<file path="src/design/trr_pkg.sv">
`timescale 1ns / 1ps
`default_nettype none

package trr_pkg;

   // default build of the window datapath
   localparam int SAMPLE_BITS_DEF = 16;
   localparam int FRAC_BITS_DEF   = 8;

   // fixed by the 32 bit signed result: root keeps 31 bits
   localparam int OUT_BITS   = 32;
   localparam int ROOT_BITS  = OUT_BITS - 1;
   localparam int RAD_BITS   = 2 * ROOT_BITS;
   localparam int REM_BITS   = ROOT_BITS + 2;
   localparam int NBR_CELLS  = 8;

   // register file
   localparam int IN_NODATA_BITS = 16;
   localparam int CSR_IDX_BITS   = 1;

   typedef enum logic [CSR_IDX_BITS-1:0] {
      CSR_INPUT_NODATA  = 1'b0,
      CSR_OUTPUT_NODATA = 1'b1
   } csr_index_type;

   localparam logic [IN_NODATA_BITS-1:0] IN_NODATA_RST  = 16'h8000;
   localparam logic [OUT_BITS-1:0]       OUT_NODATA_RST = 32'hFFFF_FFFF;

   // what moves from one root cell to the next
   typedef struct packed {
      logic                 valid;
      logic                 missing;
      logic [RAD_BITS-1:0]  rad;
      logic [REM_BITS-1:0]  rem;
      logic [ROOT_BITS-1:0] root;
   } cell_state_type;

endpackage

`default_nettype wire

</file>
<file path="src/design/trr_root_cell.sv">
`timescale 1ns / 1ps
`default_nettype none

module trr_root_cell (
   input  wire logic               clock,
   input  wire logic               reset,
   input  trr_pkg::cell_state_type cell_prev,
   output trr_pkg::cell_state_type cell_next
);
   import trr_pkg::*;

   localparam int WORK_W = REM_BITS + 2;

   // one restoring square root step: bring down two radicand bits
   logic [WORK_W-1:0] rem_shift;
   logic [WORK_W-1:0] trial;
   cell_state_type    cell_in, cell_ff;

   always_comb begin
      rem_shift = {cell_prev.rem, cell_prev.rad[RAD_BITS-1 -: 2]};
      trial     = WORK_W'({cell_prev.root, 2'b01});
      cell_in.valid   = cell_prev.valid;
      cell_in.missing = cell_prev.missing;
      cell_in.rad     = {cell_prev.rad[RAD_BITS-3:0], 2'b00};
      if (rem_shift >= trial) begin
         cell_in.rem  = REM_BITS'(rem_shift - trial);
         cell_in.root = {cell_prev.root[ROOT_BITS-2:0], 1'b1};
      end else begin
         cell_in.rem  = rem_shift[REM_BITS-1:0];
         cell_in.root = {cell_prev.root[ROOT_BITS-2:0], 1'b0};
      end
   end

   always_ff @(posedge clock) begin
      if (reset) begin
         cell_ff.valid <= 1'b0;
      end else begin
         cell_ff.valid <= cell_in.valid;
      end
      cell_ff.missing <= cell_in.missing;
      cell_ff.rad     <= cell_in.rad;
      cell_ff.rem     <= cell_in.rem;
      cell_ff.root    <= cell_in.root;
   end

   assign cell_next = cell_ff;

endmodule

`default_nettype wire

</file>
<file path="config.mk">
export PLATFORM = sky130hd
export DESIGN_NAME = trr_root_cell
export DESIGN_NICKNAME = d
export VERILOG_FILES = /design/src/design/trr_pkg.sv /design/src/design/trr_root_cell.sv
export SDC_FILE = /design/constraint.sdc
export NUM_CORES = 1
export LEC_CHECK = 0
export ABC_AREA = 1
export BUFFER_PORTS_ARGS = -buffer_cell sky130_fd_sc_hd__buf_2
export CAP_MARGIN = 20
export CORE_MARGIN = 2
export CORE_UTILIZATION = 48
export DETAILED_ROUTE_END_ITERATION = 7
export PLACE_DENSITY_LB_ADDON = 0.15
export RECOVER_POWER = 50
export SLEW_MARGIN = 10
export SYNTH_ARGS = -nofsm -noshare
export SYNTH_HDL_FRONTEND = slang
export SYNTH_SLANG_ARGS = --single-unit
</file>
<file path="constraint.sdc">
create_clock -name clock -period 2.2 [get_ports clock]
set_clock_uncertainty 0.15 [all_clocks]
set_input_delay 0.22 -clock clock [delete_from_list [all_inputs] [get_ports clock]]
set_output_delay 0.22 -clock clock [all_outputs]
set_load 0.02 [all_outputs]
</file>
==> reports/results.tsv <==
metric	value	unit
most used cell, CP	nand2_1	
die area	13100	um2
Hold Crit Depth	3	
slowest CP cell	dlygate4sd3_1	
number of core rows	40	
Slew Limit Fails	0	
CP cell instances	dlygate4sd3_1 -> buf_2 -> ha_4 -> nand2_1 -> inv_2 -> nand2_4 -> nor2_4 -> nand4_1 -> nand3_4 -> nand2_8 -> buf_12 -> nand3_1 -> nand2_1	
vias per inst	4.75	
Seq pwr share	0.355	
CP Data Arrival Time	2310	ps
most frequent cells in the layout	nand2_1 (262), buf_2 (205), inv_1 (152)	
Inst Count DP	1228	
startpoint types	input port	
synthesized area	5860	um2
Critical Path RT	2360	ps
final net count	1392	
P_sw	0.00230	W
Crit Path Category	in -> reg	
total track usage	0.325	
initial drt markers	411	
CTS Buf Count	17	
Final Non-Filler Cells	1391	
Total Neg Setup Slack	0	ps
RePlAce Congestion	0.949	
Clock transition at path regs	60	ps
drt pass-1 iters	4	
CTS tree	built	
CTS Buffer Depth	2	
chip height	115	um
share of layout cells above drive strength 1	0.293	
internal power	0.00492	W
number of enable flip-flop cells after synthesis	0	
Die W	115	um
status	finished clean	
DRC viols	0	
Power per Cell Area	750	nW/um2
core area	12000	um2
final core occ	0.805	
Starting Density	0.490	
Cells after Synth	817	
final hold vios	0	
Hold Crit Start	cell_prev[125]	
FMAX	464	MHz
Yosys top cell area share	0.430	
crit path time final	2150	ps
I/O Pins	258	
GR Overflow Total	0	
WL/cell	15.6	um
DR vias	6601	
power share of the combinational group	0.258	
Sink Count	126	
H-Tree Depth	4	
number of flip-flops in the largest register	126	
cell accounting for the most synthesized area	dfxtp_1	
# setup viols final	0	
global-route wire length before repair	33000	um
crit-path max FO	20	
initial antenna violation count	2	
Leak	5.19	nW
Critical Path End Type	flop	
HP Class	in -> reg	
Syn Area/Cell	7.18	um2
Clk network pwr share	0.387	
Seq/Total Area, Yosys	0.430	
PortBufs	255	
vias in the first global route	6639	
commonest non-fill, non-tap cell in the layout	nand2_1	
switching share of power	0.318	
post-DP HPWL	13300	um
drt total wl	21700	um
Post-synth ARST share	0	
Netlist cell types	32	
fillers	869	
Seq cells post-synth	126	
delay-heaviest family, CP	buffers and inverters	
Most used DFF post-synth	dfxtp_1	
WP buf/inv	4	
Worst Hold End	cell_next[32]$_DFF_P_	
Final Cycle Share	0.979	
clk root buf	clkbuf_16	
Routed Antenna Nets	0	
Synth area leaders	dfxtp_1 (43%), nand2_1 (19%), inv_1 (10%), ha_1 (7.0%), nand3_1 (4.9%)	
max incr delay on CP	530	ps
Worst VDD drop	0.396	mV
MaxCap Viol Count	0	
Ys Warns	0	
largest net degree at the start of global routing	33	
P&R area growth vs syn	64.2	%
-- repair_timing --
action / in CTS / in global routing
endpoints found under the hold margin: 124 / 0
hold buffers: 125 / 0
buffers inserted: 0 / 5
resized for setup: 0 / 86
endpoints found under the setup margin: 0 / 34
-- kinds of logic after synthesis --
| logic type | synth area share |
|---|---|
| compound gates | 0.0213 |
| simple gates | 0.335 |
| buf+inv | 0.121 |
| fa+ha+maj | 0.0704 |
| xor+xnor | 0.0209 |
| other cells | 0.000640 |
| flops | 0.430 |
-- final cells by class --
class	count	area, um2	share of cell area
Tap cell	147	184	0.0191
Timing Repair Buffer	403	2720	0.282
Clock buffer	18	429	0.0446
Clock inverter	14	160	0.0166
Inverter	165	619	0.0643
Antenna cell	2	5.00	0.000520
Multi-Input combinational cell	516	2990	0.311
Sequential cell	126	2520	0.262
-- metal layers --
| metal | part of all wire | wire [um] | up-vias | GRT usage |
|---|---|---|---|---|
| li1 | - | - | 3298 | - |
| met1 | 0.39 | 8410 | 3012 | 0.362 |
| met2 | 0.52 | 11300 | 235 | 0.585 |
| met3 | 0.061 | 1320 | 56 | 0.0757 |
| met4 | 0.034 | 742 | 0 | 0.150 |
| met5 | 0 | 0 | - | 0 |
-- Yosys cell counts (4+ instances only) --
master	instances
nand4_1	5
ha_1	33
nand3_1	57
buf_2	6
a21oi_1	21
nand3b_1	9
inv_2	9
nand3_2	16
dfxtp_1	126
nor2_1	36
xor2_1	13
nand2_1	291
nand2_2	4
nor3_1	9
inv_1	156
nor2_2	7
-- power groups by stage --
stage / clock [W] / combinational (W) / sequential [W]
global placement: 0 / 0.00151 / 0.00259
finish: 0.00280 / 0.00186 / 0.00256
floorplan: 0 / 0.000688 / 0.00288
CTS: 0.00279 / 0.00171 / 0.00255
global route: 0.00294 / 0.00203 / 0.00258
detailed placement: 0 / 0.00152 / 0.00259
-- worst max-delay path by stage --
stage                        from               endpoint  depth (start not counted)
floorplan           cell_prev[28]  cell_next[57]$_DFF_P_                         12
global placement    cell_prev[16]  cell_next[41]$_DFF_P_                         16
detailed placement  cell_prev[24]  cell_next[41]$_DFF_P_                         12
CTS                 cell_prev[48]  cell_next[41]$_DFF_P_                         14
global route        cell_prev[40]  cell_next[43]$_DFF_P_                         14
finish              cell_prev[40]  cell_next[53]$_DFF_P_                         13
-- metrics by stage --
stage	cell area (um2)	setup WS [ps]	power [W]	hold WS, ps
floorplan	5870	372	0.00356	97.7
global placement	7440	90.7	0.00410	172
detailed placement	7440	58.6	0.00412	174
CTS	9280	1.62	0.00705	29.4
global route	9630	-31.2	0.00755	73.9
finish	9630	47.0	0.00722	42.7
Power figures use the tool's default switching activity.
