### src/design/trr_pkg.sv
`timescale 1ns / 1ps
`default_nettype none

package trr_pkg;

   // default build of the window datapath
   localparam int SAMPLE_BITS_DEF = 16;
   localparam int FRAC_BITS_DEF   = 8;

   // fixed by the 32 bit signed result: root keeps 31 bits
   localparam int OUT_BITS   = 32;
   localparam int ROOT_BITS  = OUT_BITS - 1;
   localparam int RAD_BITS   = 2 * ROOT_BITS;
   localparam int REM_BITS   = ROOT_BITS + 2;
   localparam int NBR_CELLS  = 8;

   // register file
   localparam int IN_NODATA_BITS = 16;
   localparam int CSR_IDX_BITS   = 1;

   typedef enum logic [CSR_IDX_BITS-1:0] {
      CSR_INPUT_NODATA  = 1'b0,
      CSR_OUTPUT_NODATA = 1'b1
   } csr_index_type;

   localparam logic [IN_NODATA_BITS-1:0] IN_NODATA_RST  = 16'h8000;
   localparam logic [OUT_BITS-1:0]       OUT_NODATA_RST = 32'hFFFF_FFFF;

   // what moves from one root cell to the next
   typedef struct packed {
      logic                 valid;
      logic                 missing;
      logic [RAD_BITS-1:0]  rad;
      logic [REM_BITS-1:0]  rem;
      logic [ROOT_BITS-1:0] root;
   } cell_state_type;

endpackage

`default_nettype wire

### src/design/trr_front.sv
`timescale 1ns / 1ps
`default_nettype none

module trr_front #(
   parameter int SAMPLE_BITS = trr_pkg::SAMPLE_BITS_DEF,
   parameter int FRAC_BITS   = trr_pkg::FRAC_BITS_DEF
) (
   input  wire logic                    clock,
   input  wire logic                    reset,
   input  wire logic                    accept,
   input  wire logic [SAMPLE_BITS-1:0]  nodata,
   input  wire logic [SAMPLE_BITS-1:0]  centre,
   input  wire logic [SAMPLE_BITS-1:0]  nbr[trr_pkg::NBR_CELLS],
   output trr_pkg::cell_state_type      cell_out
);
   import trr_pkg::*;

   localparam int DIFF_W = SAMPLE_BITS + 1;
   localparam int SQ_W   = 2 * SAMPLE_BITS;
   localparam int PAIR_W = SQ_W + 1;
   localparam int SUM_W  = SQ_W + 3;
   localparam int SHIFT  = 2 * FRAC_BITS;
   localparam int RAD_W  = SUM_W + SHIFT;
   localparam int RADX_W = (RAD_W > RAD_BITS) ? RAD_W : RAD_BITS;

   // stage 1: absolute differences, skipped neighbours forced to zero
   logic [SAMPLE_BITS-1:0] absd_ff[NBR_CELLS];
   logic [SAMPLE_BITS-1:0] absd_in[NBR_CELLS];
   logic                   v1_ff, miss1_ff;

   always_comb begin
      logic signed [DIFF_W-1:0] d;
      for (int j = 0; j < NBR_CELLS; j++) begin
         d = $signed({nbr[j][SAMPLE_BITS-1], nbr[j]}) - $signed({centre[SAMPLE_BITS-1], centre});
         if (nbr[j] == nodata) begin
            absd_in[j] = '0;
         end else if (d[DIFF_W-1]) begin
            absd_in[j] = SAMPLE_BITS'(-d);
         end else begin
            absd_in[j] = d[SAMPLE_BITS-1:0];
         end
      end
   end

   always_ff @(posedge clock) begin
      if (reset) begin
         v1_ff <= 1'b0;
      end else begin
         v1_ff <= accept;
      end
      miss1_ff <= (centre == nodata);
      absd_ff  <= absd_in;
   end

   // stage 2: squares
   logic [SQ_W-1:0] sq_ff[NBR_CELLS];
   logic            v2_ff, miss2_ff;

   always_ff @(posedge clock) begin
      if (reset) begin
         v2_ff <= 1'b0;
      end else begin
         v2_ff <= v1_ff;
      end
      miss2_ff <= miss1_ff;
      for (int j = 0; j < NBR_CELLS; j++) begin
         sq_ff[j] <= SQ_W'(absd_ff[j]) * SQ_W'(absd_ff[j]);
      end
   end

   // stage 3: pairwise sums
   logic [PAIR_W-1:0] pair_ff[NBR_CELLS/2];
   logic              v3_ff, miss3_ff;

   always_ff @(posedge clock) begin
      if (reset) begin
         v3_ff <= 1'b0;
      end else begin
         v3_ff <= v2_ff;
      end
      miss3_ff <= miss2_ff;
      for (int j = 0; j < NBR_CELLS / 2; j++) begin
         pair_ff[j] <= PAIR_W'(sq_ff[2*j]) + PAIR_W'(sq_ff[2*j+1]);
      end
   end

   // stage 4: final sum, scale to the radicand, clamp when it overflows
   logic [SUM_W-1:0]  sum;
   logic [RADX_W-1:0] rad_wide;
   cell_state_type    cell_in, cell_ff;

   always_comb begin
      sum = (SUM_W'(pair_ff[0]) + SUM_W'(pair_ff[1]))
          + (SUM_W'(pair_ff[2]) + SUM_W'(pair_ff[3]));
      rad_wide = RADX_W'(sum) << SHIFT;
      cell_in.valid   = v3_ff;
      cell_in.missing = miss3_ff;
      cell_in.rem     = '0;
      cell_in.root    = '0;
      if ((rad_wide >> RAD_BITS) != '0) begin
         cell_in.rad = '1;
      end else begin
         cell_in.rad = rad_wide[RAD_BITS-1:0];
      end
   end

   always_ff @(posedge clock) begin
      if (reset) begin
         cell_ff.valid <= 1'b0;
      end else begin
         cell_ff.valid <= cell_in.valid;
      end
      cell_ff.missing <= cell_in.missing;
      cell_ff.rad     <= cell_in.rad;
      cell_ff.rem     <= cell_in.rem;
      cell_ff.root    <= cell_in.root;
   end

   assign cell_out = cell_ff;

endmodule

`default_nettype wire

### config.mk
export PLATFORM = sky130hd
export DESIGN_NAME = trr_front
export DESIGN_NICKNAME = d
export VERILOG_FILES = /design/src/design/trr_pkg.sv /design/src/design/trr_front.sv
export SDC_FILE = /design/constraint.sdc
export NUM_CORES = 2
export LEC_CHECK = 0
export CORE_ASPECT_RATIO = 1.75
export CORE_MARGIN = 5
export CORE_UTILIZATION = 55
export DETAILED_ROUTE_END_ITERATION = 10
export DONT_BUFFER_PORTS = 1
export PLACE_DENSITY = 0.73
export SETUP_SLACK_MARGIN = 0.05
export SKIP_CTS_REPAIR_TIMING = 1
export SLEW_MARGIN = 20
export SYNTH_ARGS = -nofsm -noshare
export SYNTH_HDL_FRONTEND = slang
export SYNTH_SLANG_ARGS = --single-unit
### constraint.sdc
create_clock -name clock -period 6.45 [get_ports clock]
set_input_delay 0.3225 -clock clock [delete_from_list [all_inputs] [get_ports clock]]
set_output_delay 0.3225 -clock clock [all_outputs]
set_load 0.05 [all_outputs]
==> out/metrics.cfg <==
[outcome]
status = finished clean

[die]
die_x_um = 310.5
core_um2 = 157700
ios = 291
die_area_um2 = 166400
start_util_pct = 55.12
die_h_um = 535.9
num_rows = 193

[synth]
synthDistinctLibCells = 83
netlist_instances = 9684
synth.largest_area_cell = fa_1
ys_warn_count = 0
synth_edf_count = 0
synthTopCellsByArea = fa_1 32%, ha_1 16%, dfxtp_1 13%, inv_1 9.2%, xnor2_1 5.3%
ys_seq_area_share_pct = 12.69
syn-cell-area_um2 = 86910
synth.most_common_cell = inv_1
yosys-top-cells-count = 2133 x inv_1, 1370 x fa_1, 1098 x ha_1
synth_async_sr_flop_share_pct = 0
avgSynthCellArea_um2 = 8.975
synth_ff_type = dfxtp_1
ys_ff_latch = 551
synth_top_area_share_pct = 31.56

[global_routing]
grt_usage_pct = 28.95
antenna_found_initial = 17
grt_pass1_wl_um = 376400
grt_max_degree = 22
overflow = 0
top_usage_layer = met2
grt_pass1_vias = 72050
grt.met2_usage_pct = 52.53
grtUsageMet1_pct = 30.39
use_met3_pct = 5.697

[min_path]
min_path_type = input pin to register

[final_layout]
multiInputGateArea_um2 = 67210
finalNetCount = 12550
drive_gt1_share_pct = 7.276
instances_no_fill = 12020
fill_cells = 13570
syn_to_final_growth_pct = 8.236
regArea_um2 = 11160

[clocking]
cts_tree = yes
cts_sinks = 551
cts_root_buf = clkbuf_16
cts_buffer_depth = 3
insertion_delay_ps = 720
path_clk_slew_ps = 70
cts_buffers = 59
htreeDepth = 2

[setup_path]
critPathMaxFanout = 7
arrival_ps = 6890
crit_type = register to register
cp-end-kind = register
cp-start-kind = register
cp.required_ps = 7040
rrSetupSlack_ps = 150

[placement]
place_congestion = 0.9740
place_hpwl_um = 203700
io_buffers = 0
placed_cells = 11870

[route]
wirelength_um = 239700
drt_iter0_drc = 3230
wl_per_cell_um = 19.94
viasPerCell = 5.499
dr.pass1.iters = 7
remaining_drc_errors = 0
vias = 66110
antenna_left = 0

[timing]
tightest_slew_ps = 1235
report.final.slew_viol_count = 0
max_freq_ghz = 0.1588
rsz0062_at_grt = true
finClkSkew_ps = 78.80
slew_headroom_pct = 17.56
setup_viol = 0
hold_violations = 0
period_share_pct = 97.65
min_period_ps = 6299

[flow_run]
cap_violations = 0

==> routing by layer <==
metal / part of all wire, % / wire length (um)
met1: 34 / 81700
met2: 51 / 122800
met3: 6.7 / 15990
met4: 8.0 / 19220
met5: 0.013 / 32
==> path summary, 6_finish.rpt <==
| path | startpoint | endpoint | cells past startpoint |
|---|---|---|---|
| max | absd_ff[124]$_SDFF_PN0_ | sq_ff[0][29]$_DFF_P_ | 21 |
| min | nbr[113] | absd_ff[113]$_SDFF_PN0_ | 3 |
| max reg2reg | absd_ff[124]$_SDFF_PN0_ | sq_ff[0][29]$_DFF_P_ | 21 |
| min reg2reg | miss2_ff$_DFF_P_ | miss3_ff$_DFF_P_ | 0 |
==> cells in the final DEF, fill, tap and decap left out, drive strengths merged, types with 12 or more instances in the layout <==
cell and n:
clkinv 19, and2 348, fa 1370, o41ai 15
nor3 119, o21bai 50, a21oi 364, buf 369
a21o 164, xnor2 522, nor4 25, dfxtp 551
a211oi 45, nor2 531, nand2 760, nand2b 57
nand3b 12, ha 1098, a31oi 47, o31a 18
o21ai 234, clkbuf 66, conb 91, nor2b 88
o211ai 33, inv 2145, xor2 190, o21a 78
o31ai 27, or2 34, a311oi 12, and3 41
nand4 62, nand3 90, a31o 28, or3 56
==> area by class of cell <==
class | instances | area share [%]
multi-input cells | 6790 | 71.44
flip-flops and latches | 551 | 11.86
inverters | 2133 | 8.511
repair buffers | 380 | 3.245
well taps | 2047 | 2.723
clock buffers | 65 | 1.636
clock inverters | 45 | 0.5507
diodes | 11 | 0.02926
==> flip-flops by register name, indices dropped and copies added (netlist names) <==
register / flops
v3_ff: 1
miss3_ff: 1
absd_ff: 128
cell_out: 37
v1_ff: 1
v2_ff: 1
miss1_ff: 1
miss2_ff: 1
sq_ff: 248
pair_ff: 132
==> kinds of logic (layout without fill, tap and decap cells) <==
group | after synthesis | count (layout) | share of synthesized area (%)
other cells | 1 | 102 | 0.004315
compound gates | 1232 | 1232 | 9.189
fa+ha+maj | 2468 | 2468 | 47.36
buf+inv | 2433 | 2623 | 10.90
mux | 21 | 21 | 0.2577
flops | 551 | 551 | 12.69
xor+xnor | 712 | 712 | 7.175
simple gates | 2266 | 2266 | 12.42
==> worst max-delay path, stage by stage (launching register included) <==
cell and delay, ps:
dfxtp_1 620, inv_1 120, nor2_1 240, ha_1 300
xor2_1 200, fa_1 550, inv_1 70, fa_1 480
fa_1 430, inv_1 90, fa_1 440, fa_1 520
inv_1 50, ha_1 340, a21o_1 200, a21oi_1 160
nor2b_1 80, a211o_1 340, a211o_1 350, a31o_2 270
a31oi_1 210, xnor2_1 100
==> through the flow <==
stage	instance area [um2]	hold WS, ps	util (%)	setup TNS, ps	setup WS [ps]
global placement	91170	313.8	57.82	-44.03	-44.03
detailed placement	91170	317.9	57.82	-24.21	-24.21
floorplan	87250	309.6	-	0	53.68
CTS	93220	-375.9	59.12	-91.00	-56.13
finish	94070	0.1930	59.66	0	151.5
global route	94040	0.8648	59.64	-39.20	-39.20
Power is not shown: default switching activity piles up to over one toggle a cycle in this logic, so the estimate is an artifact.
